$ cat src/hw/rtl/lbd_ram.sv
// Generic single-port-write, single-port-read RAM with registered read data.
// No dependencies.
`timescale 1ns / 1ps
`default_nettype none

module lbd_ram #(
  parameter int WIDTH = 8,
  parameter int DEPTH = 256
) (
  input  wire logic                     clk_i,
  input  wire logic                     we_i,
  input  wire logic [$clog2(DEPTH)-1:0] waddr_i,
  input  wire logic [WIDTH-1:0]         wdata_i,
  input  wire logic                     re_i,
  input  wire logic [$clog2(DEPTH)-1:0] raddr_i,
  output logic      [WIDTH-1:0]         rdata_o
);

  logic [WIDTH-1:0] mem_q [DEPTH];
  logic [WIDTH-1:0] rdata_q;

  // Write port
  always_ff @(posedge clk_i) begin
    if (we_i) begin
      mem_q[waddr_i] <= wdata_i;
    end
  end

  // Registered read port, old data on a same-address write
  always_ff @(posedge clk_i) begin
    if (re_i) begin
      rdata_q <= mem_q[raddr_i];
    end
  end

  assign rdata_o = rdata_q;

endmodule

`default_nettype wire

$ cat config.mk
export PLATFORM = sky130hd
export DESIGN_NAME = lbd_ram
export DESIGN_NICKNAME = d
export VERILOG_FILES = /design/src/hw/rtl/lbd_ram.sv
export SDC_FILE = /design/constraint.sdc
export NUM_CORES = 2
export LEC_CHECK = 0
export BUFFER_PORTS_ARGS = -buffer_cell sky130_fd_sc_hd__buf_2
export CORE_UTILIZATION = 25
export DETAILED_ROUTE_END_ITERATION = 10
export PLACE_DENSITY_LB_ADDON = 0.12
export SKIP_CTS_REPAIR_TIMING = 1
export SYNTH_ARGS = -nofsm -noshare
export SYNTH_HDL_FRONTEND = slang
export SYNTH_SLANG_ARGS = --single-unit
$ cat constraint.sdc
create_clock -name clk_i -period 2.5 [get_ports clk_i]
set_input_delay 0.5 -clock clk_i [delete_from_list [all_inputs] [get_ports clk_i]]
set_output_delay 0.5 -clock clk_i [all_outputs]
set_load 0.05 [all_outputs]
==> impl_metrics.toml <==
[routing]
ant_nets = 0
wire_per_inst_um = 27.9
drt_wl_total_um = 250000
routed_via_density = 4.56
drtIter0Drc = 3695
vias = 40800
dr.pass1.iters = 5
drc_errors = 0

[synthesis]
ys_seq_elements = 2056
ys_types = 54
synthCells = 3733
synth_top_area_cell = "edfxtp_1"
yosys_warnings = 0
ys_seq_area_frac = 0.775
synthArstFlopShare = 0
postSynthAreaPerCell_um2 = 21.3
synth_area_leaders = "edfxtp_1 78%, mux4_2 13%, mux2i_1 1.7%"
synth_edf_count = 2056
syn_nets = 3760
synth.top_cell.area_share = 0.775
synth_ff_type = "edfxtp_1"
mappedNetlistArea_um2 = 79600

[grt]
grt_start_max_net_pins = 85
gr-usage-all-layers = 0.154
grt_first_pass_wirelength_um = 347000
antenna_found_initial = 21
overflow = 0
grt_pass1_vias = 42500

[worst_setup_path]
path_common_cell = "mux4_2"
path_max_fanout = 1
path_cells = "mux4_2, mux4_2, nor2_4, buf_6, a2111oi_4, nor3_2, buf_4, nor4_2"
crit_path_max_incr_delay_ns = 0.54
crit_path_start_kind = "flip-flop"
crit_path_end_kind = "flip-flop"
arrival_ns = 3.16
r2r_setup_slack_ns = -0.04
cp_slowest_cell = "mux4_2"
required_ns = 3.12
crit_family = "multiplexers"
worstSetupPathType = "flip-flop to flip-flop"
crit_buf_inv = 2

[floorplanning]
num_rows = 206
die_w_um = 566
die_y_um = 566
start_util = 0.252
die_area_um2 = 321000
io_pins = 35
placeableCoreArea_um2 = 316000

[power_and_ir_drop]
leakage_nw = 31.6
max-vdd-ir-drop_mv = 0.616
power.total_mw = 74.7
power_density_nw_per_um2 = 756

[clock_network]
cts_root_buffer = "clkbuf_16"
cts_made_buffers = 231
clock_latency_ns = 0.90
cts_tree = "done"
cts_sinks = 2056
clk_pin_slew_ns = 0.06
clockBufferDepth = 4
htreeDepth = 4

[cells_and_area]
drive_gt1_frac = 0.357
fill_cells = 30500
nets = 4649
post-route-util = 0.313
area_delta_synth_final_pct = 24.1

[place]
portBuffers = 34
gp_congestion = 0.794
hpwl_um = 171000

[job]
drv_cap = 0

[timing]
tightest_slew_ns = 0.824
setup_viol = 1
timing.slew.headroom = 0.451
postLayoutSetupSlackWorst_ns = -0.0428
finClkSkew_ns = 0.0559
finalCritPeriodShare = 1.02
final.min_clock_period_ns = 2.54
rsz0062_at_grt = "yes"
fmax_mhz = 393
hold_viol_final = 0
drv_slew = 0
hold_slack_ns = 0.0410

[hold_path]
hold_class = "input pin to flip-flop"

[status]
failed_checks = "negative setup slack"
outcome = "finished, violations left"
## per-stage QoR
stage / instance area (um^2) / std cells / setup slack, ns / TNS (ns)
after global placement: 91500 / 8551 / -1.69 / -10.91
after detailed placement: 91500 / 8551 / -1.68 / -10.35
after global routing: 98800 / 8956 / -0.0834 / -0.141
after floorplan: 79700 / 3733 / -0.00496 / -0.00496
final: 98800 / 8961 / -0.0428 / -0.0428
after CTS: 98500 / 8955 / -0.716 / -3.41
## metal layers
| layer | part of all wire | vias up | track usage |
|---|---|---|---|
| li1 | - | 17500 | - |
| met1 | 0.46 | 22100 | 0.219 |
| met2 | 0.47 | 932 | 0.247 |
| met3 | 0.046 | 271 | 0.0221 |
| met4 | 0.021 | 0 | 0.0330 |
| met5 | 0 | - | 0 |
## cells in the final DEF (no fill, tap or decap), types with 8 or more instances in the layout
cell / n
a21oi_1: 94
bufinv_16: 12
o211ai_1: 10
o221ai_1: 45
mux4_2: 454
nor2_4: 8
a22oi_1: 132
nand2_1: 32
diode_2: 8
nor2_1: 274
buf_4: 751
o21ai_0: 8
nand4_1: 10
a22o_1: 8
buf_2: 22
edfxtp_1: 2056
nor4_4: 9
nand3_1: 25
a211oi_1: 11
nand2b_1: 8
clkinv_1: 55
nand3_2: 9
nor4_2: 11
clkbuf_16: 233
nor2b_1: 28
buf_8: 10
mux2i_1: 134
clkbuf_1: 54
clkinv_2: 37
buf_12: 102
o22ai_1: 28
nor3_1: 16
a221oi_1: 10
## logic make-up (layout without fill, tap and decap cells)
| logic type | Yosys count | count (layout) | synth area share |
|---|---|---|---|
| compound gates | 385 | 385 | 0.0342 |
| buf+inv | 235 | 1295 | 0.0183 |
| flops | 2056 | 2056 | 0.775 |
| mux | 591 | 591 | 0.146 |
| other cells | 0 | 8 | 0 |
| simple gates | 466 | 466 | 0.0263 |
## state kept, by name (all words and copies together), names as in the netlist
name / flops
rdata_o: 8
mem_q: 2048
## path summary, 6_finish.rpt
path	cells past startpoint	end	from
max	8	rdata_o[0]	mem_q[131][0]
min	1	mem_q[26][0]	wdata_i[0]
max reg2reg	8	rdata_o[0]	mem_q[131][0]
min reg2reg	5	rdata_o[1]	mem_q[151][1]
## report_power, final
part	switching [mW]	internal, mW	total [mW]
sequential	0.0639	38.0	38.1
combinational	2.78	1.85	4.63
clock	13.8	18.2	32.0
## final cells by class
class	instances	area, um^2	share of cell area
inverters	2	7.51	0.0000760
flip-flops and latches	2056	61700	0.625
well taps	4160	5200	0.0527
diodes	8	20.0	0.000203
repair buffers	889	7980	0.0808
clock buffers	287	6030	0.0610
clock inverters	117	908	0.00919
multi-input cells	1442	16900	0.171
## Yosys cell counts (24+ instances only)
cell type,number
nand2_1,33
nand3_1,34
a22oi_1,133
nor2b_1,31
mux2i_1,134
o22ai_1,28
a21oi_1,96
edfxtp_1,2056
o221ai_1,46
nor4_1,24
clkbuf_1,111
buf_2,31
buf_4,27
mux4_2,454
nor2_1,282
Power figures use the tool's default switching activity.
