File: src/hw/rtl/lbd_pkg.sv
// Package for the linear blend deinterlacer: register defaults, configuration
// indexes, result beat and push group types. No dependencies.
`timescale 1ns / 1ps
`default_nettype none

package lbd_pkg;

  // Line store sizing defaults for the top level parameters
  localparam int MAX_LINE_BYTES_DEF = 4096;
  localparam int MAX_LINES_DEF      = 4096;

  // Configuration port geometry and register reset values
  localparam int CFG_W          = 13;
  localparam int CFG_IDX_W      = 8;
  localparam int LINE_BYTES_RST = 1440;
  localparam int LINE_TOTAL_RST = 576;

  // Smallest frame height that makes sense: first, one blended, last row
  localparam int MIN_LINES = 3;

  // Result queue depth in beats
  localparam int RES_DEPTH = 4;

  typedef enum logic [CFG_IDX_W-1:0] {
    CFG_LINE_BYTES = 8'd0,
    CFG_LINE_TOTAL = 8'd1
  } lbd_cfg_idx_e;

  // One result beat
  typedef struct packed {
    logic [7:0] out_byte;
    logic       end_of_line;
    logic       end_of_frame;
    logic       run_last;
  } lbd_res_t;

  // Up to two result beats pushed in one cycle, first beat in res_a
  typedef struct packed {
    logic [1:0] count;
    lbd_res_t   res_a;
    lbd_res_t   res_b;
  } lbd_push_t;

endpackage

`default_nettype wire

File: src/hw/rtl/lbd_res_fifo.sv
// Result queue: takes up to two result beats per cycle, hands out one.
// Depends on lbd_pkg.
`timescale 1ns / 1ps
`default_nettype none

module lbd_res_fifo (
  input  wire logic                                  clk_i,
  input  wire logic                                  rst_ni,
  input  wire lbd_pkg::lbd_push_t                    push_i,
  input  wire logic                                  pop_i,
  output logic                                       valid_o,
  output lbd_pkg::lbd_res_t                          head_o,
  output logic [$clog2(lbd_pkg::RES_DEPTH+1)-1:0]    level_o
);
  import lbd_pkg::*;

  localparam int PW = $clog2(RES_DEPTH);
  localparam int LW = $clog2(RES_DEPTH + 1);

  lbd_res_t        slot_q [RES_DEPTH];
  logic [PW-1:0]   wptr_q, wptr_d, rptr_q, rptr_d;
  logic [LW-1:0]   level_q, level_d;
  logic [PW-1:0]   wptr_b;
  logic            do_pop;

  assign do_pop = pop_i && (level_q != '0);
  assign wptr_b = wptr_q + PW'(1);

  // Advance pointers and fill level
  always_comb begin
    wptr_d  = wptr_q + PW'(push_i.count);
    rptr_d  = do_pop ? rptr_q + PW'(1) : rptr_q;
    level_d = level_q + LW'(push_i.count) - LW'(do_pop);
  end

  always_ff @(posedge clk_i or negedge rst_ni) begin
    if (!rst_ni) begin
      wptr_q  <= '0;
      rptr_q  <= '0;
      level_q <= '0;
    end else begin
      wptr_q  <= wptr_d;
      rptr_q  <= rptr_d;
      level_q <= level_d;
    end
  end

  // Store pushed beats in order
  always_ff @(posedge clk_i) begin
    if (push_i.count != 2'd0) begin
      slot_q[wptr_q] <= push_i.res_a;
    end
    if (push_i.count == 2'd2) begin
      slot_q[wptr_b] <= push_i.res_b;
    end
  end

  assign valid_o = (level_q != '0);
  assign head_o  = slot_q[rptr_q];
  assign level_o = level_q;

endmodule

`default_nettype wire

File: config.mk
export PLATFORM = sky130hd
export DESIGN_NAME = lbd_res_fifo
export DESIGN_NICKNAME = d
export VERILOG_FILES = /design/src/hw/rtl/lbd_pkg.sv /design/src/hw/rtl/lbd_res_fifo.sv
export SDC_FILE = /design/constraint.sdc
export NUM_CORES = 1
export LEC_CHECK = 0
export BUFFER_PORTS_ARGS = -buffer_cell sky130_fd_sc_hd__buf_2
export CAP_MARGIN = 20
export CORE_ASPECT_RATIO = 1.5
export CORE_MARGIN = 2
export CORE_UTILIZATION = 45
export DETAILED_ROUTE_END_ITERATION = 12
export PLACE_DENSITY = 0.75
export SYNTH_ARGS = -nofsm -noshare
export SYNTH_HDL_FRONTEND = slang
export SYNTH_SLANG_ARGS = --single-unit
File: constraint.sdc
create_clock -name clk_i -period 1.9 [get_ports clk_i]
set_input_delay 0.19 -clock clk_i [delete_from_list [all_inputs] [get_ports clk_i]]
set_output_delay 0.19 -clock clk_i [all_outputs]
set_load 0.01 [all_outputs]
==> results.cfg <==
[grt]
gr-usage-met1 = 0.202
grt_pass1_wl_um = 8110
busiest_layer = met2
gr-usage-met2 = 0.324
grt_pass1_vias = 1610
grt.overflow.total = 0
grt_max_degree = 17
grt_use_total = 0.179
met3_usage = 0.0382
antenna_found_initial = 0

[floorplan]
die_w_um = 65.6
row_count = 33
start_util = 0.466
fp.dieH_um = 96.4
die_area_mm2 = 0.00632
coreArea_mm2 = 0.00549
ioPinCount = 42

[power_and_ir_drop]
seq_power_share = 0.412
swShare = 0.322
power_density_mw_per_mm2 = 1390
p_int_mw = 2.95
power_frac_clock = 0.143
p_leak_nw = 1.18
ir_worst_vdd_mv = 0.850
switching_power_mw = 1.40
combinationalPowerShare = 0.446

[detailed_routing]
viasPerCell = 5.48
wl_um = 5070
drtIter0Drc = 64
dr_total_vias = 1528
drt_pass1_iterations = 3
wl_per_cell_um = 18.2
drc_errors = 0
drtAntennaViolNets = 0

[final_layout]
drive_above_1_share = 0.632
diodes = 0
finalNetCount = 240
design_area_mm2 = 0.00312
area_growth_syn_to_layout_pct = 21.9

[timing]
finalHoldViolations = 0
max_freq_mhz = 515
setup_viol = 1
clock_skew_ns = 0.00959
tightest_slew_ns = 0.706
rsz0062_at_grt = yes
slew_headroom = 0.526
fin_crit_ns = 1.94
drv_slew = 0
fin_ws_ns = -0.0405
fin_crit_sh = 1.02
setup_tns_ns = -0.0405

[synthesis]
synth_top_area_frac = 0.516
avgSynthCellArea_um2 = 17.7
synth-edff-count = 44
synth_cells = 145
ys_seq_area_frac = 0.585
ys_ff_latch = 51
ys.warnings.count = 0
syn_area_mm2 = 0.00256
yosysMostFrequentCell = edfxtp_1
ys_top_cells_by_count = edfxtp_1, mux2_2, mux4_2
syn_nets = 177
synth-main-ff-cell = edfxtp_1
synth.distinct_cells = 25
async_flop_share = 0.137
synthTopCellsByArea = edfxtp_1, mux2_2, mux4_2
netlist.top_cell.by_area = edfxtp_1

[critical_path]
crit_type = reg -> reg
end_kind = flip-flop
path_cells = o31a_1, ha_1, inv_1, ha_2, fa_2, xnor2_2, xnor2_1
r2r_slack_ns = -0.04
crit_required_ns = 2.09
cpMaxStageDelayCell = dfrtp_1
critical_path_buf_inv_count = 1
start_kind = flip-flop
worst_path_largest_cell_delay_ns = 0.39
crit_arrival_ns = 2.13
crit_fanout = 2
crit_family = adder cells

[clock_tree]
post-cts-setup-buffers = 0
cts_tree = built
cts.path.max_buffers = 2
cts_sinks = 51
cts_max_level = 2
cts.clk_slew.worst_paths_ns = 0.09
cts.root.buffer_cell = clkbuf_8
clk_latency_ns = 0.31
numCtsBuffers = 5

[status]
failed_checks = negative setup slack
outcome = finished with violations

[placement]
place.gp.congestion = 0.761
io_buffers = 41
placed_cell_area_mm2 = 0.00300
place_ws_ns = -0.0810
post-dp-hpwl_um = 3730

[min_path]
hold_class = in -> reg

[run]
drv_cap = 0
==> sequential cells by signal, indices dropped and copies added (netlist names) <==
register  count
slot_q       44
level_o       3
rptr_q        2
wptr_q        2
==> metal layers <==
layer | share of wire | routed length [um]
met1 | 0.37 | 1890
met2 | 0.55 | 2800
met3 | 0.043 | 220
met4 | 0.032 | 161
met5 | 0 | 0
==> final timing paths <==
path	from	to	cells after the start
min	push_i[18]	slot_q[2][7]	2
max in group asynchronous	rst_ni	level_o[2]	2
min in group asynchronous	rst_ni	level_o[1]	2
min reg2reg	rptr_q[1]	rptr_q[1]	1
max reg2reg	level_o[0]	level_o[2]	7
max	level_o[0]	level_o[2]	7
==> per-stage QoR <==
step | total power, mW | hold slack, ns | util | cells
after global placement | 3.66 | 0.0258 | 0.547 | 269
final | 4.35 | 0.206 | 0.568 | 279
after floorplan | 2.93 | -0.106 | - | 145
after detailed placement | 3.75 | 0.0385 | 0.547 | 269
after global routing | 4.61 | 0.216 | 0.568 | 279
after CTS | 4.39 | 0.204 | 0.566 | 278
==> final cells by class <==
| type | count | area, um2 |
|---|---|---|
| Timing Repair Buffer | 64 | 422 |
| Tap cell | 70 | 87.6 |
| Multi-Input combinational cell | 80 | 1000 |
| Clock inverter | 3 | 20.0 |
| Clock buffer | 5 | 68.8 |
| Inverter | 6 | 22.5 |
| Fill cell | 440 | 2370 |
| Sequential cell | 51 | 1500 |
==> logic make-up after synthesis <==
kind of cell	synth area share
mux	0.294
fa+ha+maj	0.0274
simple gates	0.0269
flops	0.585
buf+inv	0.0298
xor+xnor	0.0205
compound gates	0.0166
==> placed cells by master (no fill, tap or decap) <==
master | Yosys | layout
nor4b_2 | 1 | 1
buf_12 | 0 | 3
clkbuf_8 | 0 | 5
dlygate4sd3_1 | 0 | 1
mux2i_1 | 1 | 1
clkinvlp_4 | 0 | 1
clkinv_1 | 0 | 1
inv_1 | 6 | 6
xor2_1 | 1 | 1
mux2_1 | 1 | 1
xnor2_2 | 0 | 1
buf_4 | 3 | 18
or3_1 | 1 | 1
o21ba_2 | 1 | 1
a21o_1 | 1 | 1
buf_6 | 1 | 1
nand4b_1 | 1 | 1
o31a_1 | 1 | 1
fa_2 | 0 | 1
mux2_2 | 43 | 43
o31ai_2 | 0 | 1
o311ai_0 | 1 | 1
mux4_2 | 11 | 11
nor2_1 | 2 | 2
edfxtp_1 | 44 | 44
xnor2_1 | 5 | 4
nor2b_1 | 1 | 1
dfrtp_1 | 7 | 7
ha_1 | 4 | 3
buf_2 | 4 | 41
clkinv_4 | 0 | 1
ha_2 | 0 | 1
and4bb_2 | 2 | 2
==> power groups by stage <==
stage | combinational (mW) | sequential [mW] | clock [mW]
final | 1.94 | 1.79 | 0.621
after detailed placement | 1.92 | 1.83 | 0
after global routing | 2.11 | 1.83 | 0.674
after CTS | 1.96 | 1.80 | 0.634
after floorplan | 1.10 | 1.82 | 0
after global placement | 1.86 | 1.80 | 0
==> what timing repair did <==
| action | CTS | global route |
|---|---|---|
| endpoints found under the setup margin | 1 | 1 |
| hold buffers | 1 | 0 |
| resized for setup | 2 | 0 |
| pin swaps | 0 | 0 |
| hold endpoints to repair | 7 | 0 |
| cloned | 0 | 0 |
(Power assumes the default switching activity.)
